<file path="src/hdl/nfsa_pkg.sv">
// Shared types, constants and helpers for the next-fit slot allocator.
package nfsa_pkg;

   localparam logic [6:0] POOL_CAPACITY   = 7'd64;
   localparam logic [6:0] RESET_POOL_SIZE = 7'd32;

   localparam logic [1:0] ACT_ALLOC_ONE  = 2'd0;
   localparam logic [1:0] ACT_ALLOC_MANY = 2'd1;
   localparam logic [1:0] ACT_RELEASE    = 2'd2;

   typedef enum logic [1:0] {
      CMD_SCAN,
      CMD_RELEASE,
      CMD_FAIL
   } cmd_kind_type;

   typedef struct packed {
      cmd_kind_type kind;
      logic         single;
      logic [6:0]   target;
      logic [5:0]   slot;
   } cmd_type;

   typedef struct packed {
      logic valid;
      logic full;
   } queue_status_type;

   typedef enum logic [1:0] {
      ST_IDLE,
      ST_SCAN,
      ST_GROW
   } eng_state_type;

   function automatic logic [6:0] cap_size(input logic [6:0] v);
      cap_size = (v > POOL_CAPACITY) ? POOL_CAPACITY : v;
   endfunction

endpackage

</file>
<file path="src/hdl/nfsa_front.sv">
// Front end: accepts requests and decodes them into allocator commands.
module nfsa_front (
   input  logic                       req_tvalid,
   output logic                       req_tready,
   input  logic [15:0]                req_tdata,  // [6:0] count, [12:7] slot, [15:13] zero
   input  logic [1:0]                 req_tuser,  // [1:0] action
   input  nfsa_pkg::queue_status_type q_status,
   output logic                       q_push,
   output nfsa_pkg::cmd_type          q_cmd
);
   import nfsa_pkg::*;

   logic [6:0] count;
   logic [5:0] slot;

   assign count      = req_tdata[6:0];
   assign slot       = req_tdata[12:7];
   assign req_tready = !q_status.full;
   assign q_push     = req_tvalid && !q_status.full;

   always_comb begin
      q_cmd.kind   = CMD_FAIL;
      q_cmd.single = 1'b0;
      q_cmd.target = 7'd1;
      q_cmd.slot   = 6'd0;
      unique case (req_tuser)
         ACT_ALLOC_ONE: begin
            q_cmd.kind   = CMD_SCAN;
            q_cmd.single = 1'b1;
         end
         ACT_ALLOC_MANY: begin
            if (count != 7'd0) begin
               q_cmd.kind   = CMD_SCAN;
               q_cmd.target = cap_size(count);
            end
         end
         ACT_RELEASE: begin
            q_cmd.kind = CMD_RELEASE;
            q_cmd.slot = slot;
         end
         default: begin
            q_cmd.kind = CMD_FAIL;
         end
      endcase
   end

endmodule

</file>
<file path="src/hdl/nfsa_queue.sv">
// Two-entry command queue between the front end and the allocation engine.
module nfsa_queue (
   input  logic                       clock,
   input  logic                       reset,
   input  logic                       push,
   input  nfsa_pkg::cmd_type          push_cmd,
   input  logic                       pop,
   output nfsa_pkg::queue_status_type status,
   output nfsa_pkg::cmd_type          head_cmd
);
   import nfsa_pkg::*;

   cmd_type    entries_ff [2];
   logic       wr_ptr_ff, wr_ptr_in;
   logic       rd_ptr_ff, rd_ptr_in;
   logic [1:0] cnt_ff, cnt_in;
   logic       do_push, do_pop;

   assign status.valid = (cnt_ff != 2'd0);
   assign status.full  = (cnt_ff == 2'd2);
   assign head_cmd     = entries_ff[rd_ptr_ff];
   assign do_push      = push && !status.full;
   assign do_pop       = pop && status.valid;

   always_comb begin
      wr_ptr_in = do_push ? !wr_ptr_ff : wr_ptr_ff;
      rd_ptr_in = do_pop ? !rd_ptr_ff : rd_ptr_ff;
      cnt_in    = cnt_ff;
      if (do_push && !do_pop) begin
         cnt_in = cnt_ff + 2'd1;
      end else if (do_pop && !do_push) begin
         cnt_in = cnt_ff - 2'd1;
      end
   end

   always_ff @(posedge clock) begin
      if (reset) begin
         wr_ptr_ff <= 1'b0;
         rd_ptr_ff <= 1'b0;
         cnt_ff    <= 2'd0;
      end else begin
         wr_ptr_ff <= wr_ptr_in;
         rd_ptr_ff <= rd_ptr_in;
         cnt_ff    <= cnt_in;
      end
   end

   always_ff @(posedge clock) begin
      if (do_push) begin
         entries_ff[wr_ptr_ff] <= push_cmd;
      end
   end

`ifndef SYNTHESIS
   a_cnt_range: assert property (@(posedge clock) disable iff (reset)
      cnt_ff != 2'd3)
      else $error("queue count out of range");

   a_ptr_gap: assert property (@(posedge clock) disable iff (reset)
      (cnt_ff == 2'd1) |-> (wr_ptr_ff != rd_ptr_ff))
      else $error("queue pointers inconsistent with count");

   a_no_overflow: assert property (@(posedge clock) disable iff (reset)
      (status.full && !do_pop) |=> (cnt_ff == 2'd2))
      else $error("queue count changed while full");
`endif

endmodule

</file>
<file path="src/hdl/nfsa_engine.sv">
// Allocation engine: used flags, next-fit scan, pool growth and result register.
module nfsa_engine (
   input  logic                       clock,
   input  logic                       reset,
   input  logic                       csr_wr_en,
   input  logic [6:0]                 csr_wr_data,
   input  nfsa_pkg::queue_status_type q_status,
   input  nfsa_pkg::cmd_type          q_cmd,
   output logic                       q_pop,
   output logic                       rsp_tvalid,
   input  logic                       rsp_tready,
   output logic [7:0]                 rsp_tdata,  // [5:0] granted_slot, [7:6] zero
   output logic                       rsp_tuser,  // [0] granted
   output logic                       rsp_tlast
);
   import nfsa_pkg::*;

   eng_state_type             state_ff, state_in;
   logic [POOL_CAPACITY-1:0]  used_ff, used_in;
   logic [6:0]                next_index_ff, next_index_in;
   logic [6:0]                pool_size_ff, pool_size_in;
   logic [6:0]                cur_ff, cur_in;
   logic                      pass_ff, pass_in;
   logic [6:0]                n_ff, n_in;
   logic [6:0]                target_ff, target_in;
   logic                      single_ff, single_in;

   logic                      out_valid_ff, out_valid_in;
   logic [5:0]                out_slot_ff, out_slot_in;
   logic                      out_ok_ff, out_ok_in;
   logic                      out_last_ff, out_last_in;

   logic                      out_free;
   logic [6:0]                scan_hi;
   logic                      in_range;
   logic                      slot_free;
   logic                      final_grant;
   logic                      release_ok;
   logic                      can_grow;

   assign out_free    = !out_valid_ff || rsp_tready;
   assign scan_hi     = pass_ff ? next_index_ff : pool_size_ff;
   assign in_range    = cur_ff < scan_hi;
   assign slot_free   = !used_ff[cur_ff[5:0]];
   assign final_grant = (n_ff + 7'd1) == target_ff;
   assign release_ok  = ({1'b0, q_cmd.slot} < pool_size_ff) && used_ff[q_cmd.slot];
   assign can_grow    = pool_size_ff < POOL_CAPACITY;

   assign rsp_tvalid  = out_valid_ff;
   assign rsp_tdata   = {2'b00, out_slot_ff};
   assign rsp_tuser   = out_ok_ff;
   assign rsp_tlast   = out_last_ff;

   // next state
   always_comb begin
      state_in = state_ff;
      unique case (state_ff)
         ST_IDLE: begin
            if (q_status.valid && out_free && q_cmd.kind == CMD_SCAN) begin
               state_in = ST_SCAN;
            end
         end
         ST_SCAN: begin
            if (out_free) begin
               if (in_range) begin
                  if (slot_free && final_grant) begin
                     state_in = ST_IDLE;
                  end
               end else if (pass_ff) begin
                  state_in = ST_GROW;
               end
            end
         end
         ST_GROW: begin
            if (out_free && final_grant) begin
               state_in = ST_IDLE;
            end
         end
         default: state_in = ST_IDLE;
      endcase
   end

   // datapath and results
   always_comb begin
      used_in       = used_ff;
      next_index_in = next_index_ff;
      pool_size_in  = pool_size_ff;
      cur_in        = cur_ff;
      pass_in       = pass_ff;
      n_in          = n_ff;
      target_in     = target_ff;
      single_in     = single_ff;
      q_pop         = 1'b0;
      out_valid_in  = out_valid_ff && !rsp_tready;
      out_slot_in   = out_slot_ff;
      out_ok_in     = out_ok_ff;
      out_last_in   = out_last_ff;
      unique case (state_ff)
         ST_IDLE: begin
            if (q_status.valid && out_free) begin
               q_pop = 1'b1;
               unique case (q_cmd.kind)
                  CMD_SCAN: begin
                     cur_in    = next_index_ff;
                     pass_in   = 1'b0;
                     n_in      = 7'd0;
                     target_in = q_cmd.target;
                     single_in = q_cmd.single;
                  end
                  CMD_RELEASE: begin
                     if (release_ok) begin
                        used_in[q_cmd.slot] = 1'b0;
                     end
                     out_valid_in = 1'b1;
                     out_slot_in  = q_cmd.slot;
                     out_ok_in    = release_ok;
                     out_last_in  = 1'b1;
                  end
                  default: begin
                     out_valid_in = 1'b1;
                     out_slot_in  = q_cmd.slot;
                     out_ok_in    = 1'b0;
                     out_last_in  = 1'b1;
                  end
               endcase
            end
         end
         ST_SCAN: begin
            if (out_free) begin
               if (in_range) begin
                  cur_in = cur_ff + 7'd1;
                  if (slot_free) begin
                     used_in[cur_ff[5:0]] = 1'b1;
                     n_in         = n_ff + 7'd1;
                     out_valid_in = 1'b1;
                     out_slot_in  = cur_ff[5:0];
                     out_ok_in    = 1'b1;
                     out_last_in  = final_grant;
                     if (final_grant) begin
                        next_index_in = cur_ff + 7'd1;
                     end
                  end
               end else if (!pass_ff) begin
                  pass_in = 1'b1;
                  cur_in  = 7'd0;
               end else if (single_ff) begin
                  next_index_in = 7'd0;
               end
            end
         end
         ST_GROW: begin
            if (out_free) begin
               n_in         = n_ff + 7'd1;
               out_valid_in = 1'b1;
               out_last_in  = final_grant;
               if (can_grow) begin
                  used_in[pool_size_ff[5:0]] = 1'b1;
                  pool_size_in = pool_size_ff + 7'd1;
                  out_slot_in  = pool_size_ff[5:0];
                  out_ok_in    = 1'b1;
               end else begin
                  out_slot_in = 6'd0;
                  out_ok_in   = 1'b0;
               end
            end
         end
         default: begin
         end
      endcase
   end

   always_ff @(posedge clock) begin
      if (reset) begin
         state_ff      <= ST_IDLE;
         used_ff       <= '0;
         next_index_ff <= 7'd0;
         pool_size_ff  <= cap_size(RESET_POOL_SIZE);
         out_valid_ff  <= 1'b0;
      end else if (csr_wr_en) begin
         state_ff      <= ST_IDLE;
         used_ff       <= '0;
         next_index_ff <= 7'd0;
         pool_size_ff  <= cap_size(csr_wr_data);
         out_valid_ff  <= out_valid_in;
      end else begin
         state_ff      <= state_in;
         used_ff       <= used_in;
         next_index_ff <= next_index_in;
         pool_size_ff  <= pool_size_in;
         out_valid_ff  <= out_valid_in;
      end
   end

   always_ff @(posedge clock) begin
      cur_ff      <= cur_in;
      pass_ff     <= pass_in;
      n_ff        <= n_in;
      target_ff   <= target_in;
      single_ff   <= single_in;
      out_slot_ff <= out_slot_in;
      out_ok_ff   <= out_ok_in;
      out_last_ff <= out_last_in;
   end

`ifndef SYNTHESIS
   a_pool_cap: assert property (@(posedge clock) disable iff (reset)
      pool_size_ff <= POOL_CAPACITY)
      else $error("pool size beyond capacity");

   a_next_in_pool: assert property (@(posedge clock) disable iff (reset)
      next_index_ff <= pool_size_ff)
      else $error("next index beyond active pool");

   a_count_below_target: assert property (@(posedge clock) disable iff (reset)
      (state_ff == ST_SCAN || state_ff == ST_GROW) |-> (n_ff < target_ff))
      else $error("grant count reached target while busy");

   a_grow_from_scan: assert property (@(posedge clock) disable iff (reset || csr_wr_en)
      $rose(state_ff == ST_GROW) |-> ($past(state_ff) == ST_SCAN && $past(pass_ff)))
      else $error("growth entered without a full scan");

   a_result_held: assert property (@(posedge clock) disable iff (reset)
      (out_valid_ff && !rsp_tready) |=> (out_valid_ff && $stable(out_slot_ff)))
      else $error("stalled result changed");
`endif

endmodule

</file>
<file path="src/hdl/next_fit_slot_allocator_unit.sv">
// Top level of the next-fit slot allocator: front end, command queue and engine.
//
//   channel  dir  handshake              payload
//   req      in   req_tvalid/req_tready  tdata: count, slot; tuser: action
//   rsp      out  rsp_tvalid/rsp_tready  tdata: granted_slot; tuser: granted; tlast
//   csr      in   csr_wr_en              csr_wr_data: initial_pool_size
//
// Release, rejected and unknown requests give a single result, registered in the queue, then in the output register.
// Allocations walk the active pool one slot per cycle from the next index, wrapping once,
// while the result register is free; slots still owed then grow the pool, or fail at capacity.
// Reset clears the used flags directly; they are flip-flops and need no clearing pass.
// A stalled result holds in the output register and pauses the scan; the queue keeps
// taking up to two requests meanwhile.
module next_fit_slot_allocator_unit (
   input  logic        clock,
   input  logic        reset,
   input  logic        req_tvalid,
   output logic        req_tready,
   input  logic [15:0] req_tdata,   // [6:0] count, [12:7] slot, [15:13] zero
   input  logic [1:0]  req_tuser,   // [1:0] action
   output logic        rsp_tvalid,
   input  logic        rsp_tready,
   output logic [7:0]  rsp_tdata,   // [5:0] granted_slot, [7:6] zero
   output logic        rsp_tuser,   // [0] granted
   output logic        rsp_tlast,
   input  logic        csr_wr_en,
   input  logic [6:0]  csr_wr_data
);
   import nfsa_pkg::*;

   queue_status_type q_status;
   cmd_type          push_cmd;
   cmd_type          head_cmd;
   logic             q_push;
   logic             q_pop;

   nfsa_front u_front (
      .req_tvalid (req_tvalid),
      .req_tready (req_tready),
      .req_tdata  (req_tdata),
      .req_tuser  (req_tuser),
      .q_status   (q_status),
      .q_push     (q_push),
      .q_cmd      (push_cmd)
   );

   nfsa_queue u_queue (
      .clock    (clock),
      .reset    (reset),
      .push     (q_push),
      .push_cmd (push_cmd),
      .pop      (q_pop),
      .status   (q_status),
      .head_cmd (head_cmd)
   );

   nfsa_engine u_engine (
      .clock       (clock),
      .reset       (reset),
      .csr_wr_en   (csr_wr_en),
      .csr_wr_data (csr_wr_data),
      .q_status    (q_status),
      .q_cmd       (head_cmd),
      .q_pop       (q_pop),
      .rsp_tvalid  (rsp_tvalid),
      .rsp_tready  (rsp_tready),
      .rsp_tdata   (rsp_tdata),
      .rsp_tuser   (rsp_tuser),
      .rsp_tlast   (rsp_tlast)
   );

endmodule

</file>
<file path="config.mk">
export PLATFORM = sky130hd
export DESIGN_NAME = next_fit_slot_allocator_unit
export DESIGN_NICKNAME = d
export VERILOG_FILES = /design/src/hdl/nfsa_pkg.sv /design/src/hdl/nfsa_front.sv /design/src/hdl/nfsa_queue.sv /design/src/hdl/nfsa_engine.sv /design/src/hdl/next_fit_slot_allocator_unit.sv
export SDC_FILE = /design/constraint.sdc
export NUM_CORES = 1
export LEC_CHECK = 0
export ABC_AREA = 1
export BUFFER_PORTS_ARGS = -buffer_cell sky130_fd_sc_hd__buf_4
export CAP_MARGIN = 20
export CORE_UTILIZATION = 55
export CTS_CLUSTER_DIAMETER = 150
export DETAILED_ROUTE_END_ITERATION = 10
export PLACE_DENSITY = 0.72
export SETUP_SLACK_MARGIN = 0.1
export SLEW_MARGIN = 20
export SYNTH_ARGS = -nofsm -noshare
export SYNTH_HDL_FRONTEND = slang
export SYNTH_SLANG_ARGS = --single-unit
</file>
<file path="constraint.sdc">
create_clock -name clock -period 3.4 [get_ports clock]
set_input_delay 0.34 -clock clock [delete_from_list [all_inputs] [get_ports clock]]
set_output_delay 0.34 -clock clock [all_outputs]
set_load 0.005 [all_outputs]
</file>
**Word-level counts from Yosys, hierarchy flattened**

Memory sizes are Yosys's and may differ from the RTL's. A register that Yosys moved wholly into a read port is not among the register bits.
Cells that the tools add are included.

- Input port bits: 30
- Bits in registers: 116
- Logic and storage cells: 208
- Output and inout bits: 12
- Memories kept: 1
- Memory bits (writable): 32

Memories:

| name | words | width | read ports | clocked after memory_dff | wr ports | line | text |
|---|---|---|---|---|---|---|---|
| u_queue.entries_ff | 2 | 16 | 1 | 1 | 1 | nfsa_queue.sv:13 | `cmd_type entries_ff [2];` |

- Equal/unequal tests: 25
- Mux-type cells: 100
- Magnitude comparators: 11
- $add $sub $neg: 5
- Reductions and logical operators: 46
- Bitwise gates (word level): 4

Operator list:

| cell | number |
|---|---|
| $mux 64 | 8 |
| $pmux 64 s3 | 1 |
| $mux 7 | 25 |
| $or 64x64->64 | 2 |
| $and 64x64->64 | 1 |
| $not 64->64 | 1 |
| $mux 6 | 8 |
| $mux 1 | 34 |
| $add 7x1->7 const B | 3 |
| $lt 6x7->1 const B | 3 |
| $pmux 7 s3 | 1 |
| $ne 2x1->1 const B | 10 |
| $demux 1 s6 | 3 |
| $ge 6x1->1 const B | 3 |
| $mux 2 | 9 |
| $pmux 6 s3 | 1 |
| $reduce_bool 2->1 | 8 |
| $reduce_and 5->1 | 3 |
| $gt 7x7->1 const B | 2 |
| $logic_and 1x1->1 | 14 |
| $pmux 7 s2 | 1 |
| $reduce_and 7->1 | 2 |
| $bmux 1 s6 | 2 |
| $pmux 2 s3 | 2 |
| other kinds (22) | 44 |

**Depth between registers and ports, before layout**

Gate-level depths: netlist of run 1.

- Word-level depth: 10
- Gate-level depth with buffers: 17
- Mapped depth without buffers: 14

**Cells and area by module**

Synthesis of run 1 repeated with hierarchy kept, for this count alone.

- Cell total of the unflattened synthesis: 1616
- Area total of the unflattened synthesis: 10756.6 µm²

Modules (own cells, without submodules):

| module | instances | area an instance (µm²) | sequential area each (µm²) | cells an instance |
|---|---|---|---|---|
| nfsa_engine | 1 | 9111.2 | 2552.4 | 1481 |
| nfsa_queue | 1 | 1453.9 | 1061.0 | 87 |
| nfsa_front | 1 | 191.4 | 0.0 | 48 |

**Worst setup path before layout of run 1**

Ideal clock, no wire load.

- Kind: flip-flop to flip-flop
- From: reg u_engine.pass_ff
- To: reg u_engine.out_slot_ff[0] (enable)
- Data required time: 3030 ps
- Arrival: 2186 ps
- Setup slack: 844 ps
- Buffers on the path: 2
- Cell stages (with the launch flop): 12
- Library setup time: 370 ps
- Clock period less this slack: 2556 ps
- Cell sequence: edfxtp_1 -> clkbuf_1 -> clkbuf_1 -> o21ai_0 -> ha_1 -> a21oi_1 -> nor2_1 -> a211oi_1 -> nand2_1 -> nand2_1 -> nand3_2 -> nor2_1

- Cells in the longest elaborated chain, start to end: 4

RTL lines:

| what | line | text |
|---|---|---|
| start, declared | nfsa_engine.sv:23 | `logic pass_ff, pass_in;` |
| start signal, assigned | nfsa_engine.sv:196 | `pass_ff <= pass_in;` |
| $mux 7 | nfsa_engine.sv:42 | `assign scan_hi = pass_ff ? next_index_ff : pool_size_ff;` |
| $lt 7x7->1 | nfsa_engine.sv:43 | `assign in_range = cur_ff < scan_hi;` |
| $ne 2x1->1 (no source line) | n/a |  |
| $reduce_and 7->1 (no source line) | n/a |  |
| end signal, assigned | nfsa_engine.sv:200 | `out_slot_ff <= out_slot_in;` |
| end, declared | nfsa_engine.sv:29 | `logic [5:0] out_slot_ff, out_slot_in;` |

Every way passes these cells.
A chain may end at the register's enable or synchronous reset.

==> flow_summary.yaml, run 1 <==
clock_tree:
  clock_latency_ns: 0.45
  cts_root_buf: "clkbuf_16"
  cts_tree: "done"
  cts_setup_buffers: 0
  cts.sinks: 149
  cts_resized: 0
  cts_htree_levels: 4
  clockBufferDepth: 2
  cts_buffers: 17
  path_clk_slew_ns: 0.08
  cts_hold_buf: 0
global_route:
  antenna_found_initial: 0
  grt_pass1_vias: 9746
  grt_pass1_wl_um: 53700
  groute.usage.overall_pct: 36.2
  overflow: 0
  grt_max_degree: 68
run:
  cap_violations: 0
critical_path:
  path_max_fanout: 18
  worst_ep_required_time_ns: 3.74
  crit_type: "flip-flop to flip-flop"
  start_kind: "flip-flop"
  cp.arrival_ns: 3.38
  r2r-end: "u_engine.used_ff[7]$_SDFFE_PP0P_"
  endpoint_kind: "flip-flop"
  reg2regPathDepth: 11
  rrSetupSlack_ns: 0.36
  critPathCapture: "u_engine.used_ff[7]$_SDFFE_PP0P_"
worst_hold_path:
  hp-class: "input port to flip-flop"
  hold_depth: 2
  min_from: "reset"
finish:
  final_util_pct: 62.9
  nFillCells: 1713
  area_growth_pct: 11.2
  nets: 1617
  layout-drive-gt1-share_pct: 9.23
  diodes: 0
  final_area_um2: 11400
pwr:
  power_leakage_nw: 4.41
  power_density_nw_per_um2: 687
  clkPwrFrac_pct: 25.7
  p_switching_w: 0.00363
  p_seq_share_pct: 29.7
  power.internal_w: 0.00418
  ir_worst_vdd_v: 0.000620
  finalPower_w: 0.00782
  pwr-share-comb_pct: 44.5
  p_sw_share_pct: 46.5
synthesis:
  ys_ff_latch: 149
  yosys_most_used_dff: "dfxtp_1"
  avgSynthCellArea_um2: 6.62
  yosysSeqAreaShare_pct: 35.3
  synth.most_common_cell: "nand2_1"
  synth-edff-count: 63
  syn_area_um2: 10200
  ys_types: 47
  synthArstFlopShare_pct: 0
  synthTopCellsByArea: "edfxtp_1 18%, dfxtp_1 17%, nand2_1 14%"
  synthDominantCellAreaShare_pct: 18.5
  yosysTopAreaCell: "edfxtp_1"
  synth_common_cells: "389 x nand2_1, 181 x inv_1, 156 x o21ai_0"
  yosysWarningCount: 0
  syn-instance-count: 1547
timing:
  slew_headroom_pct: 43.9
  fin_crit_ns: 3.04
  hold_viol_final: 0
  rsz0062_at_grt: "false"
  timing.final.ws_setup_ns: 0.355
  skew_ns: 0.0139
  max_freq_mhz: 328
  finalSetupTns_ns: 0
  worst_pin_slew_ns: 0.840
  post-route-period-util_pct: 89.5
  slew_viol_final: 0
  setup_viol: 0
route:
  routedWlPerCell_um: 19.0
  drt_iter0_drc: 1771
  antenna_left: 0
  drt-pass1-iter-count: 7
  routed_wl_um: 34300
  num_vias: 11082
  drc: 0
  viasPerCell: 6.12
floorplanning:
  die_y_um: 138
  dieWidth_um: 138
  start_util_pct: 56.6
  ioPinCount: 42
  core_area_um2: 18100
  num_rows: 49
  die-area_um2: 19200
placed_design:
  place_area_um2: 10800
  place_congestion: 1.03
  io_buffers: 36
  pre_cts_slack_ns: 0.503
  hpwl_um: 23800
run_status:
  status: "finished, final reports clean"
worst max-delay path: stages (launching register included):
cell	delay, ns
dfxtp_1	0.37
inv_2	0.15
nand2_1	0.09
nand2_1	0.10
nor2_2	0.68
inv_1	0.13
nor2_1	0.54
inv_1	0.34
o21ai_0	0.24
o21ai_0	0.12
nand3_2	0.10
a21oi_1	0.06
cell usage in the layout, fill, tap and decap left out, types with 5 or more instances in the layout:
master / synthesis / final
nand2_1: 389 / 389
inv_1: 181 / 181
o21ai_0: 156 / 156
nor2_1: 134 / 133
nand3_1: 130 / 130
a21oi_1: 119 / 119
dfxtp_1: 86 / 86
buf_4: 14 / 74
o22ai_1: 63 / 63
edfxtp_1: 63 / 63
ha_1: 19 / 18
clkbuf_16: 0 / 17
nor3_1: 14 / 14
o21ai_1: 13 / 13
nand3_2: 12 / 12
nand4_1: 11 / 11
o211ai_1: 10 / 10
a221oi_1: 10 / 10
nor2_2: 6 / 7
or2_2: 6 / 6
o221ai_1: 6 / 6
inv_8: 0 / 5
clkinv_8: 0 / 5
metrics by stage:
stage | cells | hold WS [ns]
after floorplan | 1548 | 0.459
after global placement | 1778 | 0.475
after detailed placement | 1778 | 0.481
after CTS | 1810 | 0.168
after global routing | 1810 | 0.179
final | 1810 | 0.180
routing by layer:
layer,vias to the layer above,track usage (%),wire length [um]
li1,5236,-,-
met1,4970,49.1,13900
met2,751,53.1,14400
met3,125,10.8,4670
met4,0,16.3,1370
met5,-,0,0
cells by family (layout without fill, tap and decap cells):
family | count (synthesis) | count (layout) | synth area share, %
and+or+nand+nor | 714 | 714 | 29.6
muxes | 1 | 1 | 0.0978
AOI/OAI and AO/OA | 393 | 393 | 21.2
adders and majority gates | 19 | 19 | 2.32
buffers and inverters | 264 | 297 | 10.9
DFF | 149 | 149 | 35.3
xor gates and xnor gates | 6 | 6 | 0.513
other | 1 | 2 | 0.0366
how the worst min path moves through the flow:
| stage | slack [ns] | to |
|---|---|---|
| finish | 0.18 | u_queue.rd_ptr_ff$_SDFFE_PP0P_ |
| global route | 0.18 | u_queue.rd_ptr_ff$_SDFFE_PP0P_ |
| CTS | 0.17 | u_queue.rd_ptr_ff$_SDFFE_PP0P_ |
| detailed placement | 0.48 | u_engine.used_ff[58]$_SDFFE_PP0P_ |
| global placement | 0.48 | u_engine.used_ff[58]$_SDFFE_PP0P_ |
| floorplan | 0.46 | u_queue.cnt_ff[1]$_SDFFE_PP0P_ |
final cells by class:
class | instances | area [um^2] | area share (%)
clock buffer | 17 | 425 | 3.74
clock inverter | 15 | 201 | 1.77
inverter | 187 | 703 | 6.18
multi-input combinational | 1135 | 5510 | 48.5
sequential | 149 | 3610 | 31.8
tap | 229 | 287 | 2.52
timing repair buffer | 78 | 636 | 5.59
flip-flops by register name (all words and copies together) (netlist names), named ones only:
signal	flops
u_engine.cur_ff	7
u_engine.n_ff	7
u_engine.next_index_ff	7
u_engine.out_slot_ff	6
u_engine.pass_ff	1
u_engine.pool_size_ff	7
u_engine.rsp_tlast	1
u_engine.rsp_tuser	1
u_engine.rsp_tvalid	1
u_engine.single_ff	1
u_engine.state_ff	2
u_engine.target_ff	7
u_engine.used_ff	64
u_queue.cnt_ff	2
u_queue.entries_ff	32
u_queue.rd_ptr_ff	1
u_queue.wr_ptr_ff	1
power by group through the flow:
stage                     clock [W]  combinational, W  sequential, W
after floorplan                   0           0.00235        0.00228
after global placement            0           0.00331        0.00235
after detailed placement          0           0.00334        0.00236
after CTS                   0.00203           0.00335        0.00232
after global routing        0.00209           0.00373        0.00235
final                       0.00201           0.00348        0.00232
Power figures use the tool's default switching activity.
==> run 2: changes to the inputs <==
--- a/config.mk
+++ b/config.mk
@@ -8,6 +8,7 @@
 export ABC_AREA = 1
 export BUFFER_PORTS_ARGS = -buffer_cell sky130_fd_sc_hd__buf_4
 export CAP_MARGIN = 20
+export CORE_MARGIN = 4
 export CORE_UTILIZATION = 55
 export CTS_CLUSTER_DIAMETER = 150
 export DETAILED_ROUTE_END_ITERATION = 10
==> flow_summary.yaml, run 2 (synthesis gave the netlist of run 1 again) <==
run_status:
  status: "finished, final reports clean"
critical_path:
  reg2regPathDepth: 15
  crit_type: "flip-flop to flip-flop"
  path_max_fanout: 36
  r2r-end: "u_engine.used_ff[35]$_SDFFE_PP0P_"
  endpoint_kind: "flip-flop"
  worst_ep_required_time_ns: 3.76
  start_kind: "flip-flop"
  rrSetupSlack_ns: 0.33
  cp.arrival_ns: 3.43
  rr_startpoint: "u_engine.cur_ff[0]$_DFFE_PP_"
timing:
  hold_viol_final: 0
  skew_ns: 0.0136
  finalSetupTns_ns: 0
  slew_headroom_pct: 39.6
  post-route-period-util_pct: 90.2
  max_freq_mhz: 326
  fin_crit_ns: 3.07
  rsz0062_at_grt: "false"
  slew_viol_final: 0
  setup_viol: 0
  worst_pin_slew_ns: 0.905
floorplanning:
  core_area_um2: 18100
  die_y_um: 144
  die-area_um2: 20900
  num_rows: 49
  start_util_pct: 56.4
  dieWidth_um: 144
  ioPinCount: 42
global_route:
  grt_pass1_wl_um: 54900
  antenna_found_initial: 1
  overflow: 0
  grt_pass1_vias: 9872
  grt_max_degree: 99
  groute.usage.overall_pct: 34.2
finish:
  layout_common_cells: "389 x nand2_1, 181 x inv_1, 156 x o21ai_0"
  layout_commonest_cell: "nand2_1"
  instances_no_fill: 1808
  area_growth_pct: 11.0
  final_area_um2: 11400
  largest_register_ffs: 64
  nets: 1614
  register_area_um2: 3610
  layout-drive-gt1-share_pct: 9.06
  nFillCells: 1741
  reg_top3: "u_engine.used_ff: 64 flops, u_queue.entries_ff: 32 flops"
  largest_register: "u_engine.used_ff"
  multi_input_area_um2: 5510
route:
  drt_iter0_drc: 1501
  routedWlPerCell_um: 19.4
  viasPerCell: 5.96
  routed_wl_um: 35000
  num_vias: 10780
  drt-pass1-iter-count: 6
  drc: 0
  antenna_left: 0
clock_tree:
  clock_latency_ns: 0.45
  cts_htree_levels: 4
  cts_setup_buffers: 0
  path_clk_slew_ns: 0.08
  cts_hold_buf: 0
  cts.sinks: 149
  clockBufferDepth: 2
  cts_root_buf: "clkbuf_16"
  cts_tree: "done"
  cts_buffers: 17
  cts_resized: 0
pwr:
  p_switching_w: 0.00366
  p_seq_share_pct: 29.7
  power_leakage_nw: 4.40
  p_sw_share_pct: 46.9
  power_density_nw_per_um2: 686
  finalPower_w: 0.00779
  power.internal_w: 0.00414
  pwr-share-comb_pct: 45.2
  clkPwrFrac_pct: 25.1
  ir_worst_vdd_v: 0.000450
placed_design:
  place_congestion: 1.02
  hpwl_um: 24200
  io_buffers: 36
  place_area_um2: 10700
  post-place-cells: 1775
run:
  cap_violations: 0
worst_hold_path:
  hold_depth: 2
  min_from: "req_tuser[1]"
  hold_end: "u_queue.entries_ff[0][13]$_DFFE_PP_"
  hp-class: "input port to flip-flop"
[run 2: changes by cell type in the layout (fill, tap and decap cells not counted)]
cell and delta:
buf_12 +1, buf_4 -4, bufinv_16 -1, clkinv_4 +2, clkinv_8 +1, clkinvlp_4 -1, diode_2 +1, inv_12 +1
inv_6 -2
[run 2: cell type report]
type | instances | share of cell area, %
Antenna cell | 1 | 0.0220
Clock buffer | 17 | 3.74
Clock inverter | 15 | 1.73
Inverter | 187 | 6.19
Multi-Input combinational cell | 1135 | 48.5
Sequential cell | 149 | 31.8
Tap cell | 229 | 2.52
Timing Repair Buffer | 75 | 5.50
[run 2: worst max path at each step]
| stage | from | to | cells after the start |
|---|---|---|---|
| after detailed placement | u_engine.cur_ff[0]$_DFFE_PP_ | u_engine.used_ff[39]$_SDFFE_PP0P_ | 15 |
| after global placement | u_engine.cur_ff[0]$_DFFE_PP_ | u_engine.used_ff[50]$_SDFFE_PP0P_ | 15 |
| final | u_engine.cur_ff[0]$_DFFE_PP_ | u_engine.used_ff[35]$_SDFFE_PP0P_ | 15 |
| after CTS | u_engine.cur_ff[0]$_DFFE_PP_ | u_engine.used_ff[27]$_SDFFE_PP0P_ | 15 |
| after floorplan | u_engine.pass_ff$_DFFE_PP_ | u_engine.out_slot_ff[0]$_DFFE_PP_ | 11 |
| after global routing | u_engine.cur_ff[0]$_DFFE_PP_ | u_engine.used_ff[35]$_SDFFE_PP0P_ | 15 |
[run 2: power by group through the flow]
stage                     clock [W]  sequential (W)  combinational (W)
after global routing        0.00205         0.00234            0.00379
after CTS                   0.00198         0.00231            0.00340
after floorplan                   0         0.00228            0.00235
final                       0.00196         0.00232            0.00352
after global placement            0         0.00235            0.00335
after detailed placement          0         0.00235            0.00339
[run 2: worst max-delay path, stage by stage, from the launching register on]
cell and delay, ns:
edfxtp_1 0.47, buf_4 0.35, buf_4 0.21, nand2_1 0.06, nand3_1 0.09, nand2_1 0.06, o21ai_1 0.18, nand2_1 0.08
nor2_1 0.30, nand2_1 0.09, nand2_1 0.08, nand3_2 0.10, nor2_4 0.17, buf_4 0.40, nand3_1 0.14, a21oi_1 0.16
[run 2: stage by stage]
| step | hold WS, ns | setup WS, ns | util [%] |
|---|---|---|---|
| after floorplan | 0.459 | 0.844 | - |
| after global placement | 0.473 | 0.489 | 59.2 |
| after detailed placement | 0.486 | 0.461 | 59.2 |
| after CTS | 0.164 | 0.443 | 62.6 |
| after global routing | 0.177 | 0.128 | 62.6 |
| final | 0.173 | 0.332 | 62.6 |
[run 2: per-layer routing]
| layer | up-vias | wire (um) | GRT usage (%) |
|---|---|---|---|
| met1 | 4849 | 15000 | 47.9 |
| met3 | 96 | 4120 | 9.92 |
| met5 | - | 9 | 0 |
| li1 | 5238 | - | - |
| met4 | 2 | 1220 | 13.5 |
| met2 | 595 | 14600 | 49.7 |
==> run 3: changes to the inputs <==
--- a/config.mk
+++ b/config.mk
@@ -5,7 +5,6 @@
 export SDC_FILE = /design/constraint.sdc
 export NUM_CORES = 1
 export LEC_CHECK = 0
-export ABC_AREA = 1
 export BUFFER_PORTS_ARGS = -buffer_cell sky130_fd_sc_hd__buf_4
 export CAP_MARGIN = 20
 export CORE_MARGIN = 4
==> flow_summary.yaml, run 3 <==
run_status:
  status: "finished, final reports clean"
timing:
  max_freq_mhz: 297
  setup_viol: 0
  slew_viol_final: 0
  worst_pin_slew_ns: 1.03
  rsz0062_at_grt: "true"
  skew_ns: 0.00972
  hold_viol_final: 0
  slew_headroom_pct: 30.8
  post-route-period-util_pct: 98.9
  fin_crit_ns: 3.36
synthesis:
  synthDominantCellAreaShare_pct: 19.6
  yosysSeqAreaShare_pct: 37.4
  yosysTopAreaCell: "edfxtp_1"
  yosysWarningCount: 0
  syn_area_um2: 9650
  ys_ff_latch: 149
  synthXorXnorAreaFrac_pct: 2.73
  synth-compound-area-share_pct: 24.8
  syn-instance-count: 1066
  synth.most_common_cell: "nor2_1"
  yosys_most_used_dff: "dfxtp_1"
  synthMuxAreaShare_pct: 7.65
  synth_fa_ha_area_share_pct: 2.46
  synth_top_family_by_area: "compound AO/OA/AOI/OAI gates"
  ys_types: 79
  synth_common_cells: "91 x nor2_1, 86 x dfxtp_1, 63 x edfxtp_1"
  synthSimpleGateAreaFrac_pct: 19.4
  synth-edff-count: 63
  synthTopCellsByArea: "edfxtp_1 20%, dfxtp_1 18%, nor2_1 3.5%"
  avgSynthCellArea_um2: 9.06
  synthArstFlopShare_pct: 0
worst_hold_path:
  min_from: "csr_wr_data[3]"
  hp-class: "input port to flip-flop"
critical_path:
  cpLargestDelayFamily: "compound AO/OA/AOI/OAI gates"
  startpoint: "u_queue.entries_ff[0][1]$_DFFE_PP_"
  rr_startpoint: "u_queue.entries_ff[0][1]$_DFFE_PP_"
  start_kind: "flip-flop"
  cp.arrival_ns: 3.69
  max_stage_delay_ns: 0.49
  crit_buf_inv: 4
  cp_slowest_cell: "or4b_4"
  path_max_fanout: 10
  crit_top_cell: "buf_6"
  crit_type: "flip-flop to flip-flop"
  worst_ep_required_time_ns: 3.73
  endpoint_kind: "flip-flop"
  path_cells: "buf_6 > or3b_2 > a21oi_1 > o31a_1 > or4b_4 > a2111oi_4 > nand2_2 > buf_6 > o21a_4 > buf_12 > buf_6 > o211ai_1 > o21ai_2"
global_route:
  antenna_found_initial: 0
  grt_pass1_vias: 8771
  grt_max_degree: 55
  overflow: 0
  groute.usage.overall_pct: 34.0
  grt_pass1_wl_um: 51500
pwr:
  power_density_nw_per_um2: 657
  power_leakage_nw: 4.30
  ir_worst_vdd_v: 0.000421
clock_tree:
  cts_hold_buf: 0
  cts_root_buf: "clkbuf_16"
  path_clk_slew_ns: 0.07
  clock_latency_ns: 0.44
  clockBufferDepth: 2
  cts.sinks: 149
  cts_buffers: 17
  cts_htree_levels: 4
  cts_tree: "done"
placed_design:
  io_buffers: 36
  post-place-cells: 1339
  place_congestion: 1.04
  hpwl_um: 24400
route:
  num_vias: 9931
  drt_iter0_drc: 1433
  routed_wl_um: 36300
  routedWlPerCell_um: 25.6
  viasPerCell: 7.02
  antenna_left: 0
  drc: 0
  drt-pass1-iter-count: 6
finish:
  nets: 1226
  largest_register: "u_engine.used_ff"
  layout_commonest_cell: "buf_4"
  diodes: 0
  layout_common_cells: "144 x buf_4, 90 x nor2_1, 85 x dfxtp_1"
  final_util_pct: 69.0
  reg_top3: "u_engine.used_ff: 64 flops, u_queue.entries_ff: 32 flops"
  area_growth_pct: 23.2
  layout-drive-gt1-share_pct: 25.5
  largest_register_ffs: 64
  instances_no_fill: 1415
floorplanning:
  num_rows: 48
  dieWidth_um: 140
  die-area_um2: 19700
  die_y_um: 140
  ioPinCount: 42
  core_area_um2: 17200
  start_util_pct: 56.0
run:
  cap_violations: 0
==> run 3: changes by cell type after synthesis, sizes merged, moves of 24 or more <==
cell    previous run  this run
o22ai             63        19
o21ai            170        65
nand3            142        55
a21oi            120        61
nor2             141        91
nand2            392        49
a22oi              2        44
mux2               0        24
inv              184        25
o211ai            10        43
mux2i              1        28
==> run 3: what timing repair did <==
action	in CTS	in global routing
gates resized for setup	1	65
setup buffers	2	32
gates cloned	0	10
hold endpoints to repair	0	0
setup endpoints to repair	8	80
pin swaps	0	23
==> run 3: worst paths after layout <==
kind	cells past startpoint	slack, ns	to
min	3	0.15	u_engine.pool_size_ff[3]$_SDFFE_PP0P_
min reg2reg	2	0.51	u_queue.rd_ptr_ff$_SDFFE_PP0P_
max	13	0.04	u_engine.used_ff[0]$_SDFFE_PP0P_
max reg2reg	13	0.04	u_engine.used_ff[0]$_SDFFE_PP0P_
==> run 3: worst min-delay path, cell delays in order <==
cell and delay, ns:
buf_4 0.08, a31oi_1 0.07, nor2_1 0.07
==> run 3: area by class of cell <==
cell class | count | area [um^2]
clock buffers | 18 | 429
fillers | 1263 | 5340
multi-input cells | 807 | 5720
inverters | 26 | 103
flip-flops and latches | 149 | 3620
repair buffers | 176 | 1600
clock inverters | 14 | 148
well taps | 225 | 282
==> run 3: kinds of logic (layout without fill, tap and decap cells) <==
group           Yosys count  count (layout)
compound gates          346             346
xor+xnor                 27              27
fa+ha+maj                19              19
buf+inv                 111             234
flops                   149             149
mux                      60              60
other cells               1               2
simple gates            353             353
==> run 3: power breakdown <==
part / switching [W] / leakage [nW] / total [W] / internal (W)
combinational: 0.00208 / 2.74 / 0.00360 / 0.00152
clock: 0.000856 / 0.271 / 0.00188 / 0.00103
sequential: 0.000169 / 1.29 / 0.00233 / 0.00216
total: 0.00311 / 4.30 / 0.00781 / 0.00470
==> run 3: metrics by stage <==
step / worst slack [ns] / hold WS [ns] / total power (W) / instance area [um^2] / setup TNS [ns]
final: 0.0364 / 0.151 / 0.00781 / 11900 / 0
after global routing: -0.0164 / 0.164 / 0.00809 / 11900 / -0.0165
after CTS: 0.100 / 0.145 / 0.00726 / 11200 / 0
after detailed placement: 0.0985 / 0.494 / 0.00538 / 10600 / 0
after global placement: 0.152 / 0.484 / 0.00533 / 10600 / 0
after floorplan: 0.189 / 0.413 / 0.00426 / 9660 / 0
==> run 3: metal layers <==
layer | up-vias | global-route usage (%) | wire (um)
li1 | 4296 | - | -
met1 | 4596 | 44.4 | 13500
met2 | 814 | 50.5 | 15400
met3 | 225 | 9.46 | 4660
met4 | 0 | 19.8 | 2770
met5 | - | 1.25 | 0
